===== src/rtl/sawtc_pkg.sv =====
// Shared types and codes for the stop-and-wait transaction controller.
package sawtc_pkg;

   localparam int SEQ_W     = 8;
   localparam int TICKS_W   = 16;
   localparam int TRIES_W   = 5;
   localparam int LIMIT_W   = 4;
   localparam int REASON_W  = 8;
   localparam int CSR_IDX_W = 1;
   localparam int CSR_DAT_W = 16;

   typedef enum logic [1:0] {
      CMD_START_CTRL  = 2'd0,
      CMD_START_QUERY = 2'd1,
      CMD_FRAME       = 2'd2,
      CMD_TICK        = 2'd3
   } cmd_type;

   typedef enum logic [2:0] {
      FK_REPORT    = 3'd0,
      FK_HEARTBEAT = 3'd1,
      FK_ACK       = 3'd2,
      FK_NAK       = 3'd3,
      FK_QUERY     = 3'd4,
      FK_OTHER     = 3'd5
   } frame_kind_type;

   typedef enum logic [1:0] {
      RK_SEND  = 2'd0,
      RK_DONE  = 2'd1,
      RK_EVENT = 2'd2
   } result_kind_type;

   typedef enum logic [1:0] {
      ST_OK      = 2'd0,
      ST_NAK     = 2'd1,
      ST_TIMEOUT = 2'd2,
      ST_BUSY    = 2'd3
   } status_type;

   typedef enum logic [1:0] {
      WK_NONE   = 2'd0,
      WK_ACK    = 2'd1,
      WK_REPORT = 2'd2
   } wait_kind_type;

   typedef enum logic [CSR_IDX_W-1:0] {
      CSR_RETRY_LIMIT   = 1'b0,
      CSR_TIMEOUT_TICKS = 1'b1
   } csr_index_type;

   typedef struct packed {
      cmd_type               cmd;
      frame_kind_type        frame_kind;
      logic [SEQ_W-1:0]      frame_seq;
      logic [REASON_W-1:0]   nak_reason;
   } item_type;

   typedef struct packed {
      result_kind_type       result_kind;
      logic [SEQ_W-1:0]      send_seq;
      logic                  send_is_query;
      logic [TRIES_W-1:0]    attempt;
      status_type            status;
      logic [REASON_W-1:0]   refuse_reason;
      logic                  event_kind;
   } result_type;

   typedef struct packed {
      logic ready;
      logic load;
   } out_hs_type;

endpackage


===== src/rtl/sawtc_in_reg.sv =====
// Input register: captures one request transfer and holds it until the controller takes it.
module sawtc_in_reg (
   input  logic                  clock,
   input  logic                  reset,
   input  logic                  req_valid,
   output logic                  req_stall,
   input  logic [1:0]            req_cmd,
   input  logic [2:0]            req_frame_kind,
   input  logic [7:0]            req_frame_seq,
   input  logic [7:0]            req_nak_reason,
   output sawtc_pkg::item_type   item,
   output logic                  item_valid,
   input  logic                  item_take
);
   import sawtc_pkg::*;

   logic     valid_ff;
   logic     valid_in;
   item_type item_ff;
   logic     accept;

   assign req_stall = valid_ff && !item_take;
   assign accept    = req_valid && !req_stall;

   always_comb begin
      valid_in = valid_ff;
      if (accept) begin
         valid_in = 1'b1;
      end else if (item_take) begin
         valid_in = 1'b0;
      end
   end

   always_ff @(posedge clock) begin
      if (reset) begin
         valid_ff <= 1'b0;
      end else begin
         valid_ff <= valid_in;
      end
   end

   always_ff @(posedge clock) begin
      if (accept) begin
         item_ff.cmd        <= cmd_type'(req_cmd);
         item_ff.frame_kind <= frame_kind_type'(req_frame_kind);
         item_ff.frame_seq  <= req_frame_seq;
         item_ff.nak_reason <= req_nak_reason;
      end
   end

   assign item       = item_ff;
   assign item_valid = valid_ff;

endmodule


===== src/rtl/sawtc_ctrl.sv =====
// Transaction state, configuration registers and per-item decision logic.
module sawtc_ctrl (
   input  logic                                      clock,
   input  logic                                      reset,
   input  logic                                      csr_write_enable,
   input  logic [sawtc_pkg::CSR_IDX_W-1:0]           csr_index,
   input  logic [sawtc_pkg::CSR_DAT_W-1:0]           csr_write_data,
   input  sawtc_pkg::item_type                       item,
   input  logic                                      item_valid,
   output logic                                      item_take,
   input  logic                                      out_ready,
   output sawtc_pkg::out_hs_type                     out_hs,
   output sawtc_pkg::result_type                     res
);
   import sawtc_pkg::*;

   logic [LIMIT_W-1:0] retry_limit_ff;
   logic [TICKS_W-1:0] timeout_ticks_ff;

   logic [SEQ_W-1:0]   next_seq_ff,   next_seq_in;
   wait_kind_type      wait_kind_ff,  wait_kind_in;
   logic [SEQ_W-1:0]   wait_seq_ff,   wait_seq_in;
   logic [TRIES_W-1:0] tries_done_ff, tries_done_in;
   logic [TICKS_W-1:0] ticks_left_ff, ticks_left_in;

   logic               pending;
   logic               match;
   logic               has_result;
   logic               fire;
   logic [TICKS_W-1:0] load_ticks;

   assign pending    = wait_kind_ff != WK_NONE;
   assign match      = pending && (item.frame_seq == wait_seq_ff);
   assign load_ticks = (timeout_ticks_ff == '0) ? TICKS_W'(1) : timeout_ticks_ff;

   always_ff @(posedge clock) begin
      if (reset) begin
         retry_limit_ff   <= LIMIT_W'(3);
         timeout_ticks_ff <= TICKS_W'(100);
      end else if (csr_write_enable) begin
         case (csr_index_type'(csr_index))
            CSR_RETRY_LIMIT:   retry_limit_ff   <= csr_write_data[LIMIT_W-1:0];
            CSR_TIMEOUT_TICKS: timeout_ticks_ff <= csr_write_data[TICKS_W-1:0];
            default: ;
         endcase
      end
   end

   always_comb begin
      next_seq_in   = next_seq_ff;
      wait_kind_in  = wait_kind_ff;
      wait_seq_in   = wait_seq_ff;
      tries_done_in = tries_done_ff;
      ticks_left_in = ticks_left_ff;
      has_result    = 1'b0;
      res           = '0;
      case (item.cmd)
         CMD_START_CTRL, CMD_START_QUERY: begin
            has_result = 1'b1;
            if (pending) begin
               res.result_kind = RK_DONE;
               res.status      = ST_BUSY;
            end else begin
               wait_seq_in       = next_seq_ff;
               next_seq_in       = next_seq_ff + SEQ_W'(1);
               wait_kind_in      = (item.cmd == CMD_START_QUERY) ? WK_REPORT : WK_ACK;
               tries_done_in     = TRIES_W'(1);
               ticks_left_in     = load_ticks;
               res.result_kind   = RK_SEND;
               res.send_seq      = next_seq_ff;
               res.send_is_query = item.cmd == CMD_START_QUERY;
               res.attempt       = TRIES_W'(1);
            end
         end
         CMD_FRAME: begin
            case (item.frame_kind)
               FK_REPORT: begin
                  has_result = 1'b1;
                  if (match && wait_kind_ff == WK_REPORT) begin
                     wait_kind_in    = WK_NONE;
                     ticks_left_in   = '0;
                     res.result_kind = RK_DONE;
                     res.status      = ST_OK;
                  end else begin
                     res.result_kind = RK_EVENT;
                     res.event_kind  = 1'b0;
                  end
               end
               FK_HEARTBEAT: begin
                  has_result      = 1'b1;
                  res.result_kind = RK_EVENT;
                  res.event_kind  = 1'b1;
               end
               FK_ACK: begin
                  if (match && wait_kind_ff == WK_ACK) begin
                     has_result      = 1'b1;
                     wait_kind_in    = WK_NONE;
                     ticks_left_in   = '0;
                     res.result_kind = RK_DONE;
                     res.status      = ST_OK;
                  end
               end
               FK_NAK: begin
                  if (match) begin
                     has_result        = 1'b1;
                     wait_kind_in      = WK_NONE;
                     ticks_left_in     = '0;
                     res.result_kind   = RK_DONE;
                     res.status        = ST_NAK;
                     res.refuse_reason = item.nak_reason;
                  end
               end
               default: ;
            endcase
         end
         CMD_TICK: begin
            if (pending) begin
               if (ticks_left_ff > TICKS_W'(1)) begin
                  ticks_left_in = ticks_left_ff - TICKS_W'(1);
               end else if (tries_done_ff <= TRIES_W'(retry_limit_ff)) begin
                  has_result        = 1'b1;
                  tries_done_in     = tries_done_ff + TRIES_W'(1);
                  ticks_left_in     = load_ticks;
                  res.result_kind   = RK_SEND;
                  res.send_seq      = wait_seq_ff;
                  res.send_is_query = wait_kind_ff == WK_REPORT;
                  res.attempt       = tries_done_ff + TRIES_W'(1);
               end else begin
                  has_result      = 1'b1;
                  wait_kind_in    = WK_NONE;
                  ticks_left_in   = '0;
                  res.result_kind = RK_DONE;
                  res.status      = ST_TIMEOUT;
               end
            end
         end
         default: ;
      endcase
   end

   // advance when the result slot is free or the item yields nothing
   assign fire        = item_valid && (out_ready || !has_result);
   assign item_take   = fire;
   assign out_hs.ready = out_ready;
   assign out_hs.load = fire && has_result;

   always_ff @(posedge clock) begin
      if (reset) begin
         next_seq_ff   <= '0;
         wait_kind_ff  <= WK_NONE;
         wait_seq_ff   <= '0;
         tries_done_ff <= '0;
         ticks_left_ff <= '0;
      end else if (fire) begin
         next_seq_ff   <= next_seq_in;
         wait_kind_ff  <= wait_kind_in;
         wait_seq_ff   <= wait_seq_in;
         tries_done_ff <= tries_done_in;
         ticks_left_ff <= ticks_left_in;
      end
   end

`ifndef SYNTHESIS
   a_idle_no_timer: assert property (@(posedge clock) disable iff (reset)
      (wait_kind_ff == WK_NONE) |-> (ticks_left_ff == '0))
      else $error("timer running with no transaction pending");

   a_pending_timer: assert property (@(posedge clock) disable iff (reset)
      (wait_kind_ff != WK_NONE) |-> (ticks_left_ff != '0))
      else $error("pending transaction with expired timer");

   a_tries_range: assert property (@(posedge clock) disable iff (reset)
      (wait_kind_ff != WK_NONE) |-> (tries_done_ff >= TRIES_W'(1) &&
                                      tries_done_ff <= TRIES_W'(16)))
      else $error("try count out of range");

   a_seq_advance: assert property (@(posedge clock) disable iff (reset)
      (fire && !pending && (item.cmd == CMD_START_CTRL || item.cmd == CMD_START_QUERY))
      |=> (next_seq_ff == $past(next_seq_ff) + SEQ_W'(1)))
      else $error("sequence number not advanced on start");

   a_busy_keeps_seq: assert property (@(posedge clock) disable iff (reset)
      (fire && pending && (item.cmd == CMD_START_CTRL || item.cmd == CMD_START_QUERY))
      |=> $stable(next_seq_ff) && $stable(wait_seq_ff))
      else $error("busy start changed transaction state");
`endif

endmodule


===== src/rtl/sawtc_out_reg.sv =====
// Result register: holds one result until the receiver takes the transfer.
module sawtc_out_reg (
   input  logic                   clock,
   input  logic                   reset,
   input  sawtc_pkg::result_type  res,
   input  sawtc_pkg::out_hs_type  out_hs,
   output logic                   out_ready,
   output logic                   rsp_valid,
   input  logic                   rsp_stall,
   output logic [1:0]             rsp_result_kind,
   output logic [7:0]             rsp_send_seq,
   output logic                   rsp_send_is_query,
   output logic [4:0]             rsp_attempt,
   output logic [1:0]             rsp_status,
   output logic [7:0]             rsp_refuse_reason,
   output logic                   rsp_event_kind
);
   import sawtc_pkg::*;

   logic       valid_ff;
   logic       valid_in;
   result_type res_ff;

   assign out_ready = !valid_ff || !rsp_stall;

   always_comb begin
      valid_in = valid_ff;
      if (out_hs.load) begin
         valid_in = 1'b1;
      end else if (!rsp_stall) begin
         valid_in = 1'b0;
      end
   end

   always_ff @(posedge clock) begin
      if (reset) begin
         valid_ff <= 1'b0;
      end else begin
         valid_ff <= valid_in;
      end
   end

   always_ff @(posedge clock) begin
      if (out_hs.load && out_hs.ready) begin
         res_ff <= res;
      end
   end

   assign rsp_valid         = valid_ff;
   assign rsp_result_kind   = res_ff.result_kind;
   assign rsp_send_seq      = res_ff.send_seq;
   assign rsp_send_is_query = res_ff.send_is_query;
   assign rsp_attempt       = res_ff.attempt;
   assign rsp_status        = res_ff.status;
   assign rsp_refuse_reason = res_ff.refuse_reason;
   assign rsp_event_kind    = res_ff.event_kind;

endmodule


===== src/rtl/stop_and_wait_transaction_control.sv =====
// Stop-and-wait sender: one transaction at a time with sequence numbers, timeout and resends.
// Each request transfer lands in an input register; from there the controller decides
// on it with a few compares and counter updates, updates the transaction state and, when the
// item yields a result, loads the result register, which holds it until the receiver takes it.
// One request is taken every cycle while req_stall is low; the input register keeps taking
// requests while a result waits under stall, and only stops once the item it holds needs
// the occupied result slot. Items that yield no result (idle ticks, countdown ticks,
// unmatched acks) never wait on the result side. Write retry_limit (index 0) and
// timeout_ticks (index 1, zero acts as one) only while no transfer is in flight.
module stop_and_wait_transaction_control (
   input  logic       clock,
   input  logic       reset,
   input  logic       req_valid,
   output logic       req_stall,
   input  logic [1:0] req_cmd,
   input  logic [2:0] req_frame_kind,
   input  logic [7:0] req_frame_seq,
   input  logic [7:0] req_nak_reason,
   output logic       rsp_valid,
   input  logic       rsp_stall,
   output logic [1:0] rsp_result_kind,
   output logic [7:0] rsp_send_seq,
   output logic       rsp_send_is_query,
   output logic [4:0] rsp_attempt,
   output logic [1:0] rsp_status,
   output logic [7:0] rsp_refuse_reason,
   output logic       rsp_event_kind,
   input  logic       csr_write_enable,
   input  logic [0:0] csr_index,
   input  logic [15:0] csr_write_data
);
   import sawtc_pkg::*;

   item_type   item;
   logic       item_valid;
   out_hs_type out_hs;
   result_type res;
   logic       out_ready;
   logic       item_take;

   sawtc_in_reg u_in_reg (
      .clock          (clock),
      .reset          (reset),
      .req_valid      (req_valid),
      .req_stall      (req_stall),
      .req_cmd        (req_cmd),
      .req_frame_kind (req_frame_kind),
      .req_frame_seq  (req_frame_seq),
      .req_nak_reason (req_nak_reason),
      .item           (item),
      .item_valid     (item_valid),
      .item_take      (item_take)
   );

   sawtc_ctrl u_ctrl (
      .clock            (clock),
      .reset            (reset),
      .csr_write_enable (csr_write_enable),
      .csr_index        (csr_index),
      .csr_write_data   (csr_write_data),
      .item             (item),
      .item_valid       (item_valid),
      .item_take        (item_take),
      .out_ready        (out_ready),
      .out_hs           (out_hs),
      .res              (res)
   );

   sawtc_out_reg u_out_reg (
      .clock             (clock),
      .reset             (reset),
      .res               (res),
      .out_hs            (out_hs),
      .out_ready         (out_ready),
      .rsp_valid         (rsp_valid),
      .rsp_stall         (rsp_stall),
      .rsp_result_kind   (rsp_result_kind),
      .rsp_send_seq      (rsp_send_seq),
      .rsp_send_is_query (rsp_send_is_query),
      .rsp_attempt       (rsp_attempt),
      .rsp_status        (rsp_status),
      .rsp_refuse_reason (rsp_refuse_reason),
      .rsp_event_kind    (rsp_event_kind)
   );

endmodule

===== config.mk =====
export PLATFORM = sky130hd
export DESIGN_NAME = stop_and_wait_transaction_control
export DESIGN_NICKNAME = d
export VERILOG_FILES = /design/src/rtl/sawtc_pkg.sv /design/src/rtl/sawtc_in_reg.sv /design/src/rtl/sawtc_ctrl.sv /design/src/rtl/sawtc_out_reg.sv /design/src/rtl/stop_and_wait_transaction_control.sv
export SDC_FILE = /design/constraint.sdc
export NUM_CORES = 1
export LEC_CHECK = 0
export BUFFER_PORTS_ARGS = -buffer_cell sky130_fd_sc_hd__buf_4
export CAP_MARGIN = 30
export CORE_MARGIN = 1
export CORE_UTILIZATION = 59
export CTS_BUF_LIST = sky130_fd_sc_hd__clkbuf_8
export DETAILED_ROUTE_END_ITERATION = 16
export GPL_ROUTABILITY_DRIVEN = 1
export PLACE_DENSITY = 0.82
export SETUP_SLACK_MARGIN = 0.3
export SKIP_CTS_REPAIR_TIMING = 1
export SLEW_MARGIN = 30
export SYNTH_ARGS = -nofsm -noshare
export SYNTH_HDL_FRONTEND = slang
export SYNTH_SLANG_ARGS = --single-unit

===== constraint.sdc =====
create_clock -name clock -period 4.81 [get_ports clock]
set_clock_uncertainty 0.05 [all_clocks]
set_input_delay 0.962 -clock clock [delete_from_list [all_inputs] [get_ports clock]]
set_output_delay 0.962 -clock clock [all_outputs]
set_load 0.005 [all_outputs]

# == After elaboration in Yosys (flattened, before gate mapping) ==
# Cells that the tools add are included.
# totals
register_bits,109
in_bits,43
output_inout_bits,29
word_cells,129
# classes
addsub,3
n_lt_le_gt_ge,2
n_eq_ne,19
muxes,53
bitwise,2
n_reduce_logical,30
# ops
operator,n
two-way mux 16 bit,8
case mux 16 bit (3 select lines),2
two-way mux 18 bit,2
two-way mux 14 bit,2
case mux 14 bit (2 select lines),1
two-way mux 2 bit,12
case mux 2 bit (3 select lines),4
two-way mux 5 bit,4
"greater-than comparator 16 x 1 -> 1 bit, second input constant",1
logical NOT 16 bit,1
"subtractor 16 x 1 -> 16 bit, second input constant",1
two-way mux 1 bit,13
case mux 5 bit (2 select lines),1
two-way mux 9 bit,1
"inequality test 3 x 2 -> 1 bit, second input constant",3
AND reduction 9 bit,1
"adder 8 x 1 -> 8 bit, second input constant",1
equality test 8 bit,1
logical AND 1 bit,8
case mux 2 bit (4 select lines),1
AND reduction 7 bit,1
"equality test 2 bit, second input constant",3
"equality test 3 x 2 -> 1 bit, second input constant",2
"inequality test 2 x 1 -> 1 bit, second input constant",3
17 further kinds,32

# == Logic depth before layout (Yosys ltp) ==
# logic_depth
word_depth,14
mapped_depth,12
ltp_nobuf,9

# == By module ==
# Synthesis repeated with hierarchy kept, for this count alone.
# unflattened
cells_unflattened,492
hier_area_um2,5009.8
# modules_own_cells
module,instances,cells_each,area_each_um2,seq_area_each_um2
sawtc_ctrl,1,435,3479.6,1181.1
sawtc_out_reg,1,32,849.6,830.8
sawtc_in_reg,1,25,680.7,650.6

# == Least setup slack after synthesis ==
# Ideal clock, no wire load.
# synth_timing
path_kind,flip-flop to flip-flop
from,reg u_ctrl.ticks_left_ff[2]
to,"reg u_out_reg.res_ff (netlist bit u_out_reg.rsp_attempt[0]), enable pin"
setup_ns,0.429
arrival_ns,3.039
required_ns,4.331
setup_slack_ns,1.292
stages_incl_launch_ff,6
n_path_buf,1
synth_period_minus_slack_ns,3.518
cell_sequence,dfxtp_1 -> or4_1 -> buf_2 -> nor4_4 -> nand4_1 -> a31oi_1
# synth_via
elab_chain_len,9
# synth_lines
element,line,text
from (decl),sawtc_ctrl.sv:24,"logic [TICKS_W-1:0] ticks_left_ff, ticks_left_in;"
from (signal assigned),sawtc_ctrl.sv:159,ticks_left_ff <= ticks_left_in;
greater-than comparator 16 x 1 -> 1 bit (*),sawtc_ctrl.sv:118,if (ticks_left_ff > TICKS_W'(1)) begin
two-way mux 1 bit (*),sawtc_ctrl.sv:118,
two-way mux 1 bit (*),sawtc_ctrl.sv:117,if (pending) begin
case mux 1 bit (3 select lines) (*),sawtc_ctrl.sv:57,case (item.cmd)
logical NOT 1 bit,sawtc_ctrl.sv:142,assign fire = item_valid && (out_ready || !has_result);
logical OR 1 bit,sawtc_ctrl.sv:142,
logical AND 1 bit,sawtc_ctrl.sv:142,
logical AND 1 bit (*),sawtc_ctrl.sv:145,assign out_hs.load = fire && has_result;
logical AND 1 bit (*),sawtc_out_reg.sv:44,if (out_hs.load && out_hs.ready) begin
to (signal assigned),sawtc_out_reg.sv:45,res_ff <= res;
to (decl),sawtc_out_reg.sv:22,result_type res_ff;
# Every way passes the cells marked *; elsewhere a longest branch is shown, timed or not.
# A chain may end at the register's enable or synchronous reset.

# == Worst setup path in the final report ==
# layout_timing
from,reg u_ctrl.ticks_left_ff[2]
to,out req_stall
# layout_via
elab_chain_len,9
# layout_lines
element,line,text
greater-than comparator 16 x 1 -> 1 bit,sawtc_ctrl.sv:118,
two-way mux 1 bit,sawtc_ctrl.sv:118,
two-way mux 1 bit,sawtc_ctrl.sv:117,
case mux 1 bit (3 select lines),sawtc_ctrl.sv:57,
logical NOT 1 bit,sawtc_ctrl.sv:142,
logical OR 1 bit,sawtc_ctrl.sv:142,
logical AND 1 bit,sawtc_ctrl.sv:142,
logical NOT 1 bit,sawtc_in_reg.sv:22,assign req_stall = valid_ff && !item_take;
logical AND 1 bit,sawtc_in_reg.sv:22,
to (decl),stop_and_wait_transaction_control.sv:14,"output logic req_stall,"
# Every way passes these cells.

==> insert_results.sql <==
INSERT INTO impl_metrics (metric_group, metric, value, unit) VALUES
('sta', 'final-hold-violation-count', '0', ''),
('setup_path', 'worstPathArrival', '2890', 'ps'),
('sta', 'fmax', '256.5', 'MHz'),
('floorplanning', 'initial_utilization', '0.6094', ''),
('floorplanning', 'chipHeight', '94.13', 'um'),
('cells_and_area', 'flow.area_growth_from_synthesis', '15.87', '%'),
('clocking', 'clock_tree.htree_level_count', '3', ''),
('setup_path', 'timing.critical_path.from', 'u_ctrl.ticks_left_ff[2]$_SDFFE_PP0P_', ''),
('logic_synthesis', 'most_repeated_cell_in_the_gate_level_netlist_after_synthesis', 'nand2_1', ''),
('setup_path', 'crit_path_cell_trace', 'or4_1 -> nor4_4 -> nand4_1 -> a31oi_1 -> and2_1 -> buf_4', ''),
('power', 'power_density', '321.2', 'nW/um2'),
('setup_path', 'path_delay_family', 'simple AND/OR/NAND/NOR gates', ''),
('logic_synthesis', 'async_reset_ff_frac', '0', ''),
('logic_synthesis', 'yosys_register_bits', '109', ''),
('sta', 'max-slew-margin-rel', '0.4629', ''),
('place', 'port_buffers', '71', ''),
('grt', 'grt_start_max_net_pins', '50', ''),
('detailed_routing', 'final_wirelength', '11.33', 'mm'),
('clocking', 'numClockSinks', '109', ''),
('detailed_routing', 'detail_route.iter0.violations', '382', ''),
('grt', 'vias_in_the_first_global_route', '3720', ''),
('cells_and_area', 'layout-drive-gt1-share', '0.1875', ''),
('detailed_routing', 'drtAntennaViolNets', '0', ''),
('setup_path', 'r2r_start', 'u_in_reg.item[15]$_DFFE_PP_', ''),
('detailed_routing', 'via_count', '4128', ''),
('cells_and_area', 'insertedDiodeCount', '0', ''),
('logic_synthesis', 'synth_enable_flop_cells', '48', ''),
('logic_synthesis', 'synthesis.instances', '510', ''),
('detailed_routing', 'firstDrtPassIters', '5', ''),
('logic_synthesis', 'synth.largest_area_cell', 'edfxtp_1', ''),
('setup_path', 'worst_r2r_setup_slack', '1540', 'ps'),
('logic_synthesis', 'yosysTopAreaCellShare', '0.2879', ''),
('floorplanning', 'core.rowCount', '33', ''),
('outcome', 'status', 'completed', ''),
('cells_and_area', 'net_count_final', '622', ''),
('clocking', 'tritoncts', 'built', ''),
('logic_synthesis', 'synth-seq-area-share', '0.5317', ''),
('floorplanning', 'die_area', '8860', 'um2'),
('sta', 'totalNegativeSetupSlack', '0', 'ps'),
('clocking', 'worst_skew_pair.late_latency', '380', 'ps'),
('setup_path', 'highest_net_fanout_along_the_worst_path', '10', ''),
('logic_synthesis', 'unique_masters_post_synth', '57', ''),
('setup_path', 'critical_path.max_stage_delay', '680', 'ps'),
('clocking', 'clockBufferDepth', '2', ''),
('worst_hold_path', 'hp-class', 'reg -> reg', ''),
('place', 'gp_congestion', '0.8967', ''),
('logic_synthesis', 'dominantRegCellSynth', 'dfxtp_1', ''),
('setup_path', 'cpMaxStageDelayCell', 'or4_1', ''),
('setup_path', 'startpoint_type', 'register', ''),
('detailed_routing', 'route.detailed.drc', '0', ''),
('detailed_routing', 'wl_per_cell', '16.64', 'um'),
('sta', 'finalMaxSlewViolations', '0', ''),
('floorplanning', 'fp.dieW', '94.13', 'um'),
('place', 'dp.final_hpwl', '7.777', 'mm'),
('logic_synthesis', 'synth.yosys.warnings', '0', ''),
('grt', 'global_route_wire_length_before_repair', '17.83', 'mm'),
('logic_synthesis', 'post_synth_most_frequent_cells', 'nand2_1, dfxtp_1, edfxtp_1', ''),
('setup_path', 'worst_ep_required_time', '3800', 'ps'),
('sta', 'finalWorstSetupSlack', '910.8', 'ps'),
('sta', 'layout_worst_path_cycle_share', '0.8106', ''),
('grt', 'antenna_found_initial', '0', ''),
('logic_synthesis', 'ys_top_cells_by_area', 'edfxtp_1, dfxtp_1, nand2_1', ''),
('setup_path', 'critical_path.n_buffers_inverters', '1', ''),
('place', 'placement.setup.worst_slack', '1378', 'ps'),
('sta', 'period_minus_slack', '3899', 'ps'),
('power', 'p_leak', '0.002264', 'uW'),
('clocking', 'numCtsBuffers', '9', ''),
('setup_path', 'timing_worst_setup_path_type', 'reg -> out', ''),
('grt', 'gr-total-overflow', '0', ''),
('setup_path', 'critical_path.endpoint_type', 'primary output', ''),
('clocking', 'clk_transition_reported_paths', '100', 'ps');
[stage by stage]
| stage | hold WS, ps | power [uW] | cells | instance area (um2) |
|---|---|---|---|---|
| floorplan | 386.4 | 1214 | 510 | 5007 |
| global route | 456.9 | 1926 | 681 | 5802 |
| detailed placement | 401.0 | 1295 | 665 | 5592 |
| global placement | 394.5 | 1288 | 665 | 5582 |
| CTS | 415.5 | 1861 | 681 | 5802 |
| finish | 415.9 | 1863 | 681 | 5802 |
[area by class of cell]
type / count / area (um2)
Tap cell: 105 / 131.4
Inverter: 12 / 45.04
Multi-Input combinational cell: 366 / 2205
Clock buffer: 9 / 123.9
Fill cell: 608 / 2415
Sequential cell: 109 / 2663
Timing Repair Buffer: 73 / 548.0
Clock inverter: 7 / 86.33
[final timing paths]
kind	end	cells after the start
worst max-delay path	req_stall	6
worst min-delay path	u_ctrl.timeout_ticks_ff[0]$_SDFFE_PP0P_	2
worst max register to register	u_ctrl.wait_kind_ff[0]$_SDFFE_PP0P_	7
worst min register to register	u_ctrl.timeout_ticks_ff[0]$_SDFFE_PP0P_	2
[sequential cells by signal (all words and copies together) (netlist names), 2 cells and up]
signal,cells
u_out_reg.rsp_refuse_reason,8
u_in_reg.item,21
u_out_reg.rsp_send_seq,8
u_out_reg.rsp_attempt,5
u_ctrl.wait_seq_ff,8
u_ctrl.tries_done_ff,5
u_ctrl.next_seq_ff,8
u_out_reg.rsp_result_kind,2
u_ctrl.timeout_ticks_ff,16
u_out_reg.rsp_status,2
u_ctrl.retry_limit_ff,4
u_ctrl.wait_kind_ff,2
u_ctrl.ticks_left_ff,16
[layout by cell type (no fill, tap or decap), drive strengths merged, types with 2 or more instances in the layout]
cell type	instances
nand2	75
buf	73
or4	4
a221oi	5
nor2b	9
dfxtp	61
nor2	43
or3	3
o21a	3
a41o	2
nor3b	2
a22o	8
a21oi	45
and2	12
mux2i	4
ha	8
o221ai	3
nand3	20
xor2	15
o31ai	2
a31oi	5
nand2b	7
o211ai	3
clkbuf	9
edfxtp	48
nor3	14
or2	5
and3	4
a211oi	7
a21o	3
clkinv	2
a32oi	2
inv	15
nand4	5
o22ai	2
o21ai	21
nor4	10
xnor2	7
[kinds of logic (layout without fill, tap and decap cells)]
kind of cell    after synthesis  in the layout  share of synthesized area
compound gates              116            116                     0.1539
xor+xnor                     22             22                    0.03848
fa+ha+maj                     8              8                    0.01999
buf+inv                      35            101                    0.03173
flops                       109            109                     0.5317
mux                           4              4                   0.007996
simple gates                216            216                     0.2161
[power breakdown]
group / total [uW] / leakage (uW) / internal, uW / switching (uW)
Clock: 580 / 0.000106 / 250 / 330
Combinational: 256 / 0.00118 / 99.4 / 156
Sequential: 1030 / 0.000979 / 998 / 30.1
[layer usage]
metal / GRT usage / part of all wire
met1: 0.3557 / 0.43
met2: 0.4227 / 0.48
met3: 0.04693 / 0.077
met4: 0.1000 / 0.018
met5: 0 / 0
[worst reg2reg max path, stage by stage (launching register included)]
cell      delay [ps]
edfxtp_1         390
xor2_1           150
nor3_1           400
nand3_1          200
o21ai_0          300
or4b_2           990
or4_1            580
a21oi_1          150
(Power assumes the default switching activity.)
